File: src/mimc_cube_root_round_core_assert.svh
// Assertion macros shared by the cube root round core.
`ifndef MIMC_CUBE_ROOT_ROUND_CORE_ASSERT_SVH
`define MIMC_CUBE_ROOT_ROUND_CORE_ASSERT_SVH
`ifndef SYNTHESIS
`define MCR_ASSERT(lbl, clk, rstn, prop) \
    lbl: assert property (@(posedge clk) disable iff (!rstn) prop) else $error("%m failed");
`define MCR_ASSERT_NEXT(lbl, clk, rstn, cond, res) \
    lbl: assert property (@(posedge clk) disable iff (!rstn) (cond) |=> (res)) \
        else $error("%m failed");
`else
`define MCR_ASSERT(lbl, clk, rstn, prop)
`define MCR_ASSERT_NEXT(lbl, clk, rstn, cond, res)
`endif
`endif

File: src/mcr_pkg.sv
// Types, constants and helpers for the cube root round core.
`timescale 1ns / 1ps
`default_nettype none
package mcr_pkg;
    localparam int unsigned W = 52;
    localparam logic [19:0] P_HIGH = 20'hfffff;
    localparam logic [31:0] P_LOW_RESET = 32'hffffffd1;
    localparam logic [2:0] ADDR_PRIME_LOW = 3'd0;

    typedef enum logic [2:0] {
        S_IDLE,
        S_MUL,
        S_NEXT,
        S_EXP,
        S_DONE
    } t_state;

    typedef enum logic [2:0] {
        OP_RED,
        OP_SQ,
        OP_MULB,
        OP_CUBE1,
        OP_CUBE2
    } t_op;

    // One conditional subtraction; valid for x below twice the modulus.
    function automatic logic [W-1:0] red1(input logic [W-1:0] x, input logic [W-1:0] p);
        red1 = (x >= p) ? (x - p) : x;
    endfunction
endpackage
`default_nettype wire

File: src/mimc_cube_root_round_core.sv
// Top level of the MiMC-style cube root / cube round core.
`timescale 1ns / 1ps
`default_nettype none
// One modular unit computes 2*acc + (bit ? b : 0) mod p each cycle, so a 52-bit
// modular multiply walks the 52 bits of its multiplier and the 64-bit input reduction
// the 64 bits of the input. A verify round is one reduction and two multiplies; a delay
// round walks the 53 exponent bits left to right with one square per bit and one extra
// multiply per set bit. The exponent bits come from a running division of 2p-1 by
// three, one bit per square. Ready is high only while no round is in progress; a
// finished result waits in the output register.
`include "mimc_cube_root_round_core_assert.svh"
module mimc_cube_root_round_core import mcr_pkg::*; (
    input  wire logic          i_clk,
    input  wire logic          i_rst_n,
    input  wire logic          i_psel,
    input  wire logic          i_penable,
    input  wire logic          i_pwrite,
    input  wire logic [2:0]    i_paddr,
    input  wire logic [31:0]   i_pwdata,
    output logic      [31:0]   o_prdata,
    output logic               o_pready,
    input  wire logic          i_valid,
    output logic               o_ready,
    input  wire logic          i_func,
    input  wire logic [63:0]   i_value,
    input  wire logic [63:0]   i_round_key,
    input  wire logic          i_last_round,
    output logic               o_valid,
    input  wire logic          i_ready,
    output logic [W-1:0]       o_next_value,
    output logic [W-1:0]       o_reduced_value,
    output logic               o_chain_done
);
    t_state r_state, n_state;
    t_op    r_op, n_op;
    logic [31:0]  r_prime, n_prime;
    logic         r_ovalid, n_ovalid;
    logic         r_func, n_func, r_last, n_last, r_q, n_q;
    logic [W-1:0] r_key, n_key, r_p, n_p, r_v, n_v, r_base, n_base, r_pw, n_pw;
    logic [W-1:0] r_acc, n_acc, r_mb, n_mb, r_rnext, n_rnext, r_rred, n_rred;
    logic [63:0]  r_ma, n_ma;
    logic [W:0]   r_d, n_d;
    logic [1:0]   r_rem, n_rem;
    logic [6:0]   r_cnt, n_cnt;
    logic [5:0]   r_ecnt, n_ecnt;
    logic [W-1:0] r_onext, n_onext, r_ored, n_ored;
    logic         r_odone, n_odone;

    logic [W+1:0] sum, p1, p2, usum;
    logic [W-1:0] unit_out, x_diff, cube_sum;
    logic [2:0]   div_t;
    logic         div_q;

    assign o_pready = 1'b1;
    assign o_prdata = (i_paddr == ADDR_PRIME_LOW) ? r_prime : 32'd0;
    assign o_ready  = (r_state == S_IDLE);
    assign o_valid  = r_ovalid;
    assign o_next_value    = r_onext;
    assign o_reduced_value = r_ored;
    assign o_chain_done    = r_odone;

    // Shared modular step: the sum stays below three times the modulus.
    always_comb begin
        sum = {1'b0, r_acc, 1'b0} + (r_ma[63] ? {2'b00, r_mb} : {(W+2){1'b0}});
        p1 = {2'b00, r_p};
        p2 = {1'b0, r_p, 1'b0};
        if (sum >= p2) begin
            usum = sum - p2;
        end else if (sum >= p1) begin
            usum = sum - p1;
        end else begin
            usum = sum;
        end
        unit_out = usum[W-1:0];
        x_diff   = r_acc - r_key;
        cube_sum = r_acc + r_key;
        div_t    = {r_rem, r_d[W]};
        div_q    = (div_t >= 3'd3);
    end

    always_comb begin
        n_state = r_state; n_op = r_op; n_prime = r_prime; n_ovalid = r_ovalid;
        n_func = r_func; n_last = r_last; n_q = r_q; n_key = r_key; n_p = r_p;
        n_v = r_v; n_base = r_base; n_pw = r_pw; n_acc = r_acc; n_mb = r_mb;
        n_ma = r_ma; n_d = r_d; n_rem = r_rem; n_cnt = r_cnt; n_ecnt = r_ecnt;
        n_rnext = r_rnext; n_rred = r_rred;
        n_onext = r_onext; n_ored = r_ored; n_odone = r_odone;

        if (i_psel && i_penable && i_pwrite && (i_paddr == ADDR_PRIME_LOW)) begin
            n_prime = i_pwdata;
        end
        if (r_ovalid && i_ready) begin
            n_ovalid = 1'b0;
        end

        unique case (r_state)
            S_IDLE: begin
                if (i_valid) begin
                    n_func = i_func;
                    n_key  = i_round_key[W-1:0];
                    n_last = i_last_round;
                    n_p    = {P_HIGH, r_prime};
                    n_ma   = i_value;
                    n_mb   = {{(W-1){1'b0}}, 1'b1};
                    n_acc  = '0;
                    n_cnt  = 7'd64;
                    n_op   = OP_RED;
                    n_state = S_MUL;
                end
            end
            S_MUL: begin
                n_acc = unit_out;
                n_ma  = {r_ma[62:0], 1'b0};
                n_cnt = r_cnt - 7'd1;
                if (r_cnt == 7'd1) begin
                    n_state = S_NEXT;
                end
            end
            S_NEXT: begin
                n_acc = '0;
                n_cnt = 7'd52;
                unique case (r_op)
                    OP_RED: begin
                        n_v = r_acc;
                        if (r_func) begin
                            n_ma = {r_acc, 12'd0};
                            n_mb = r_acc;
                            n_op = OP_CUBE1;
                            n_state = S_MUL;
                        end else begin
                            n_base = red1(x_diff, r_p);
                            n_d    = {r_p, 1'b0} - {{W{1'b0}}, 1'b1};
                            n_rem  = 2'd0;
                            n_ecnt = 6'd53;
                            n_pw   = {{(W-1){1'b0}}, 1'b1};
                            n_state = S_EXP;
                        end
                    end
                    OP_SQ: begin
                        n_pw = r_acc;
                        if (r_q) begin
                            n_ma = {r_acc, 12'd0};
                            n_mb = r_base;
                            n_op = OP_MULB;
                            n_state = S_MUL;
                        end else begin
                            n_state = S_EXP;
                        end
                    end
                    OP_MULB: begin
                        n_pw = r_acc;
                        n_state = S_EXP;
                    end
                    OP_CUBE1: begin
                        n_ma = {r_acc, 12'd0};
                        n_mb = r_v;
                        n_op = OP_CUBE2;
                        n_state = S_MUL;
                    end
                    OP_CUBE2: begin
                        n_rnext = cube_sum;
                        n_rred  = red1(cube_sum, r_p);
                        n_state = S_DONE;
                    end
                    default: begin
                        n_state = S_IDLE;
                    end
                endcase
            end
            S_EXP: begin
                if (r_ecnt == 6'd0) begin
                    n_rnext = r_pw;
                    n_rred  = r_pw;
                    n_state = S_DONE;
                end else begin
                    n_q    = div_q;
                    n_rem  = div_q ? 2'(div_t - 3'd3) : div_t[1:0];
                    n_d    = {r_d[W-1:0], 1'b0};
                    n_ecnt = r_ecnt - 6'd1;
                    n_acc  = '0;
                    n_cnt  = 7'd52;
                    n_ma   = {r_pw, 12'd0};
                    n_mb   = r_pw;
                    n_op   = OP_SQ;
                    n_state = S_MUL;
                end
            end
            S_DONE: begin
                if (!r_ovalid || i_ready) begin
                    n_onext  = r_rnext;
                    n_ored   = r_rred;
                    n_odone  = r_last;
                    n_ovalid = 1'b1;
                    n_state  = S_IDLE;
                end
            end
            default: begin
                n_state = S_IDLE;
            end
        endcase
    end

    always_ff @(posedge i_clk) begin
        if (!i_rst_n) begin
            r_state  <= S_IDLE;
            r_op     <= OP_RED;
            r_prime  <= P_LOW_RESET;
            r_ovalid <= 1'b0;
        end else begin
            r_state  <= n_state;
            r_op     <= n_op;
            r_prime  <= n_prime;
            r_ovalid <= n_ovalid;
        end
    end

    always_ff @(posedge i_clk) begin
        r_func <= n_func; r_last <= n_last; r_q <= n_q; r_key <= n_key; r_p <= n_p;
        r_v <= n_v; r_base <= n_base; r_pw <= n_pw; r_acc <= n_acc; r_mb <= n_mb;
        r_ma <= n_ma; r_d <= n_d; r_rem <= n_rem; r_cnt <= n_cnt; r_ecnt <= n_ecnt;
        r_rnext <= n_rnext; r_rred <= n_rred;
        r_onext <= n_onext; r_ored <= n_ored; r_odone <= n_odone;
    end

    // The accumulator never leaves the range of residues while a multiply runs.
    `MCR_ASSERT(a_acc_reduced, i_clk, i_rst_n, (r_state == S_MUL) |-> (r_acc < r_p))
    `MCR_ASSERT_NEXT(a_start_red, i_clk, i_rst_n, i_valid && o_ready,
        (r_state == S_MUL) && (r_op == OP_RED) && (r_cnt == 7'd64))
    `MCR_ASSERT(a_cnt_live, i_clk, i_rst_n, (r_state == S_MUL) |-> (r_cnt != 7'd0))
endmodule
`default_nettype wire

File: config.mk
export PLATFORM = sky130hd
export DESIGN_NAME = mimc_cube_root_round_core
export DESIGN_NICKNAME = d
export VERILOG_FILES = /design/src/mcr_pkg.sv /design/src/mimc_cube_root_round_core.sv
export VERILOG_INCLUDE_DIRS = /design/src /design/src/src
export SDC_FILE = /design/constraint.sdc
export NUM_CORES = 2
export LEC_CHECK = 0
export BUFFER_PORTS_ARGS = -buffer_cell sky130_fd_sc_hd__buf_2
export CAP_MARGIN = 20
export CORE_ASPECT_RATIO = 0.75
export CORE_MARGIN = 5
export CORE_UTILIZATION = 35
export CTS_BUF_LIST = sky130_fd_sc_hd__clkbuf_4
export CTS_CLUSTER_SIZE = 8
export DETAILED_ROUTE_END_ITERATION = 8
export PLACE_DENSITY = 0.56
export SETUP_SLACK_MARGIN = 0.05
export SLEW_MARGIN = 25
export SYNTH_ARGS = -nofsm -noshare
export SYNTH_HDL_FRONTEND = slang
export SYNTH_SLANG_ARGS = --single-unit
File: constraint.sdc
create_clock -name i_clk -period 19.24 [get_ports i_clk]
set_input_delay 2.886 -clock i_clk [delete_from_list [all_inputs] [get_ports i_clk]]
set_output_delay 2.886 -clock i_clk [all_outputs]
set_load 0.01 [all_outputs]
Yosys cells after proc, flatten, opt, wreduce, memory -nomap -nowiden
Cells that the tools add are included.

Bits in registers: 727. Input bits: 172. Word-level logic and storage cells: 151.

Add/subtract/negate cells: 11. $lt $le $gt $ge: 5. Eq/ne operators: 21. Mux-type cells: 61. Bitwise gates (word level): 2. Reductions and logical operators: 27.

Operators by type and width (number): 2-to-1 mux 52 bit (15); one-hot mux 52 bit (2 select lines) (3); one-hot mux 52 bit (3 select lines) (2); subtractor 52 bit (5); 2-to-1 mux 64 bit (4); one-hot mux 64 bit (4 select lines) (1); one-hot mux 52 bit (4 select lines) (1); one-hot mux 64 bit (3 select lines) (1); 2-to-1 mux 53 bit (3); one-hot mux 53 bit (2 select lines) (1); greater-or-equal comparator 52 bit (2); adder 53 x 52 -> 54 bit (1); greater-or-equal comparator 54 x 52 -> 1 bit (1); greater-or-equal comparator 54 x 53 -> 1 bit (1); adder 52 bit (1); subtractor 34 x 2 -> 35 bit, second input constant (1); 2-to-1 mux 32 bit (1); one-hot mux 3 bit (5 select lines) (2); one-hot mux 7 bit (4 select lines) (1); 2-to-1 mux 3 bit (8); 2-to-1 mux 6 bit (3); one-hot mux 3 bit (3 select lines) (2); AND reduction 3 bit (5); 2-to-1 mux 7 bit (2); 29 further kinds (60).

Longest topological paths before layout
Depth after elaboration: 6. Mapped depth: 31. Depth with buffers taken out: 28.

Least setup slack after synthesis
Ideal clock, no wire load.

Path kind: input -> register. Start: input i_valid. End: register r_mb[0] (enable). Library setup time: 0.408 ns. Arrival time: 10.780 ns. Data required time: 18.832 ns. Setup slack: 8.053 ns. Stages: 6. Path buffers: 0. Path through: nor3_1 > a311oi_1 > nand2_1 > inv_1 > o21ai_0 > inv_1.

Word-level cells in the longest chain between the ends: 2.

Ends and longest elaborated chain: start: declaration (line mimc_cube_root_round_core.sv:22) `input wire logic i_valid,`; != test 2 bit (no line); AND reduction 6 bit (no line); end signal: assignment (line mimc_cube_root_round_core.sv:219) `r_v <= n_v; r_base <= n_base; r_pw <= n_pw; r_acc <= n_acc; r_mb <= n_mb;`; end: declaration (line mimc_cube_root_round_core.sv:40) `logic [W-1:0] r_acc, n_acc, r_mb, n_mb, r_rnext, n_rnext, r_rred, n_rred;`.

No other way between the ends. A chain may end at the register's enable or synchronous reset.

Final worst setup path
Start: register r_ma[63]. End: register r_acc[37], data pin.

Word-level cells in the longest chain between the ends: 6. Elaborated cells on any way between the ends: 9. Classes of those cells: 3 x add/sub; 2 x order compare; 4 x mux.

Ends and longest elaborated chain: start: declaration (line mimc_cube_root_round_core.sv:41) `logic [63:0] r_ma, n_ma;`; start signal: assignment (line mimc_cube_root_round_core.sv:220) `r_ma <= n_ma; r_d <= n_d; r_rem <= n_rem; r_cnt <= n_cnt; r_ecnt <= n_ecnt;`; 2-to-1 mux 52 bit * (line mimc_cube_root_round_core.sv:64) `sum = {1'b0, r_acc, 1'b0} + (r_ma[63] ? {2'b00, r_mb} : {(W+2){1'b0}});`; adder 53 x 52 -> 54 bit * (line mimc_cube_root_round_core.sv:64); subtractor 52 bit or greater-or-equal comparator 54 x 52 -> 1 bit (tied branches) (line mimc_cube_root_round_core.sv:70, mimc_cube_root_round_core.sv:69); 2-to-1 mux 52 bit (line mimc_cube_root_round_core.sv:69) `end else if (sum >= p1) begin`; 2-to-1 mux 52 bit * (line mimc_cube_root_round_core.sv:67) `if (sum >= p2) begin`; one-hot mux 52 bit (4 select lines) * (line mimc_cube_root_round_core.sv:96) `unique case (r_state)`; end signal: assignment (line mimc_cube_root_round_core.sv:219); end: declaration (line mimc_cube_root_round_core.sv:40).

Mark *: on every way between the ends. The rest lies on a longest branch, timed or not.

==> impl_results.md <==
* Run status: completed
* Syn Nets at a little over 5k
* Minimum clock period at between 8000 and 9000 ps
* Die Wd at about 430 µm
* CP max-delay cell: a2111oi_0
* Xor/xnor share of the synthesized area at 0.0514
* Synth warn at 0
* Vias per cell at 5.42
* Post-CTS Hold Buffers at 0
* Fin crit share at 0.441
* CTS Buf Count at 188
* Post-Synth Adder-Cell Area at 0.0799
* Most used flip-flop cell after synthesis: edfxtp_1
* Share of layout cells above drive strength 1 at 0.153
* Global route hottest layer: met1
* Flop2flop setup slack at 10760 ps
* Max Cap Viol at 0
* Clock latency on the worst-skew pair at between 1000 and 1500 ps
* Final WL at between 150000 and 200000 µm
* Mapped Cells at between 4k and 5k
* Compound-cell area share of the yosys netlist at 0.172
* PortBufs at roughly 300
* Vias in the first global route at around 35k
* CP max FO at 60
* Worst min path class: reg -> reg
* Grt total ovfl at 0
* Final Slew Violations at 0
* DIE AREA at 141000 µm²
* Crit path to: r_acc[37]
* Via count at about 38k
* Initial DRC count at between 3k and 4k
* Flops & latches, synth at between 700 and 800
* Worst slew pin tran at ~1100 ps
* Largest net degree at the start of global routing at 90
* Slew HR at 0.264
* Number of placed I/O pins at ~310
* Mux share of post-synthesis cell area at 0.0386
* Avg Cell Area, Syn at between 9 and 10 µm²
* Antenna Nets Post-Route at 0
* Cell mode on critical path: o21a_1
* Area of placed instances at around 50000 µm²
* Number of H-tree levels at 4
* Root buffer cell: clkbuf_4
* CTS clk-pin slew, worst paths at around 60 ps
* Final setup viols at 0
* Met1 usage at 0.328
* Arr. time, crit path at ~9400 ps
* R2r worst-path depth at 24
* Routed len/inst at around 22 µm
* Core Region at between 100000 and 150000 µm²
* Data required time of the worst path at 20180 ps
* GR Util met3 at 0.0509
* Drt pass-1 iters at 6
* LEAKAGE at approximately 21 nW
* RR Endpoint: r_acc[37]
* Starting Density at 0.351
* Residual DRC at 0
* Largest stage delay on the critical path at ~1000 ps
* CTS sink cnt at between 700 and 800
* Total Power at between 5 and 6 mW
* WS Path Type: reg -> reg
* Simple-gate share of the synthesized area at 0.163
* RR Startpoint: r_ma[63]
* Clk_skew at around 120 ps
* Setup TNS at 0 ps
* Number of synthesized flops with an enable pin at around 690
* Crit path launch: r_ma[63]
* Ys async rst share at 0
* Netlist Area Pre-Place at about 47000 µm²
* Fmax at roughly 120 MHz
* Layout Nets at roughly 5.5k
* TritonCTS clock tree: done
* Row cnt at around 120
* Peak supply drop at 0.0601 mV
* Met2 Track Usage GR at 0.291
* Startpoint Class: flop
* Routability cong. at 0.929
* First-pass GRT wire length at 227000 µm
* Post_cts resized at 0
* Sequential-to-total area share from yosys stat at 0.459
* Area Growth Syn to Fin at 12.2%
* Power density over the cells at 113 nW/µm²
* CTS Buffer Depth at 3
* Largest family of logic cells by synthesized area: compound AO/OA/AOI/OAI gates
* GRT Util Overall at 0.213
* Synth unique cells at 99
* Post-CTS Setup Bufs at 0
* Final instance area at roughly 52000 µm²
* Hold Fails Final Rpt at 0
* Initial antenna violation count at 5
* HPWL reported at the end of detailed placement at about 120000 µm
* CP cell instances: buf_4, and2_1, ha_1, a21o_1, a2111o_1, o221ai_1, o21ai_0, xor2_1, ha_1, a21o_1, a21oi_1, or3b_2, o21ai_1, o21a_1, o21a_1, o21ai_0, a2111oi_0, a2111oi_0, a31oi_4, buf_4, a21oi_1, o2bb2ai_2, and3_1, o21a_1
* Critical path endpoint category: flop
* Die height at ~330 µm
* RSZ-0062 raised after global routing: no
-- final cells by class --
class / instances / area (µm²)
clock buffers: 256 / 1920
inverters: 206 / 778
flip-flops and latches: 727 / 21500
clock inverters: 68 / 455
well taps: 1770 / 2210
diodes: 10 / 25.0
repair buffers: 342 / 1820
fillers: 13200 / 80700
multi-input cells: 3573 / 23700
-- stage by stage --
stage,utilization,instances,setup slack [ps],hold WS [ps]
2_1_floorplan,-,4727,8050,400
3_3_place_gp,0.376,6618,10910,403
3_5_place_dp,0.376,6618,10770,405
4_1_cts,0.394,6942,10810,388
5_1_grt,0.394,6950,10340,377
6_report,0.394,6952,10760,374
-- worst min-delay path by stage --
stage / to / cells past startpoint / slack (ps) / startpoint
after global placement: o_reduced_value[25] / 0 / 400 / r_rred[25]
after global routing: o_reduced_value[51] / 0 / 380 / r_rred[51]
after detailed placement: o_next_value[17] / 0 / 400 / r_rnext[17]
after floorplan: o_chain_done / 0 / 400 / r_last
final: o_reduced_value[51] / 0 / 370 / r_rred[51]
after CTS: o_reduced_value[51] / 0 / 390 / r_rred[51]
-- power by group --
part           switching, mW  total, mW  internal, mW
clock network          0.680       1.36         0.677
registers              0.137       2.07          1.93
logic                   1.55       2.47         0.925
total                   2.37       5.90          3.54
-- cell families (layout without fill, tap and decap cells) --
| group | count (synthesis) | count (layout) |
|---|---|---|
| AND/OR/NAND/NOR | 1581 | 1581 |
| AO/OA/AOI/OAI | 1252 | 1252 |
| flip-flops | 727 | 727 |
| buffers and inverters | 427 | 872 |
| adder cells (fa/ha/maj) | 294 | 294 |
| XOR/XNOR | 274 | 274 |
| multiplexers | 171 | 171 |
| other | 1 | 11 |
-- sequential cells by signal (all words and copies together) (netlist names), 6 cells and up --
name,cells
o_next_value,52
o_reduced_value,52
r_acc,52
r_base,52
r_cnt,7
r_d,53
r_ecnt,6
r_key,52
r_ma,64
r_mb,52
r_p,32
r_prime,32
r_pw,52
r_rnext,52
r_rred,52
r_v,52
-- layer usage --
metal,wire (µm),share of wire,vias up
met5,58,0.00037,-
met2,61300,0.40,1390
li1,-,-,18100
met3,13700,0.089,164
met4,4010,0.026,4
met1,75900,0.49,18000
-- Yosys cell counts, drive strengths merged, types with 108 or more instances --
master,count,area share
nand2,383,0.031
nor3,108,0.012
a21o,118,0.019
clkbuf,164,0.013
nor2,507,0.041
inv,204,0.016
xnor2,201,0.038
and2,156,0.021
edfxtp,688,0.44
a21oi,407,0.044
o21ai,233,0.025
ha,287,0.077
-- worst max-delay path: cells and delay by family (launching register included) --
kind / cells / cell delay [ps]
and+or+nand+nor: 3 / 960
AOI/OAI and AO/OA: 16 / 5060
buffers and inverters: 2 / 870
DFF: 1 / 320
adders and majority gates: 2 / 650
xor gates and xnor gates: 1 / 360
-- cells in the final DEF (no fill, tap or decap), types with 72 or more instances in the layout --
master / count
nor2_1: 502
buf_2: 298
mux2_2: 74
and2_1: 153
a21oi_1: 405
nor3_1: 103
ha_1: 287
a211oi_1: 97
inv_1: 196
xor2_1: 72
clkbuf_4: 256
edfxtp_1: 688
a21o_1: 118
nand3_1: 107
mux2i_1: 96
o21ai_0: 221
nand2_1: 383
xnor2_1: 201
Note: power is estimated with default switching activity, not from simulation.
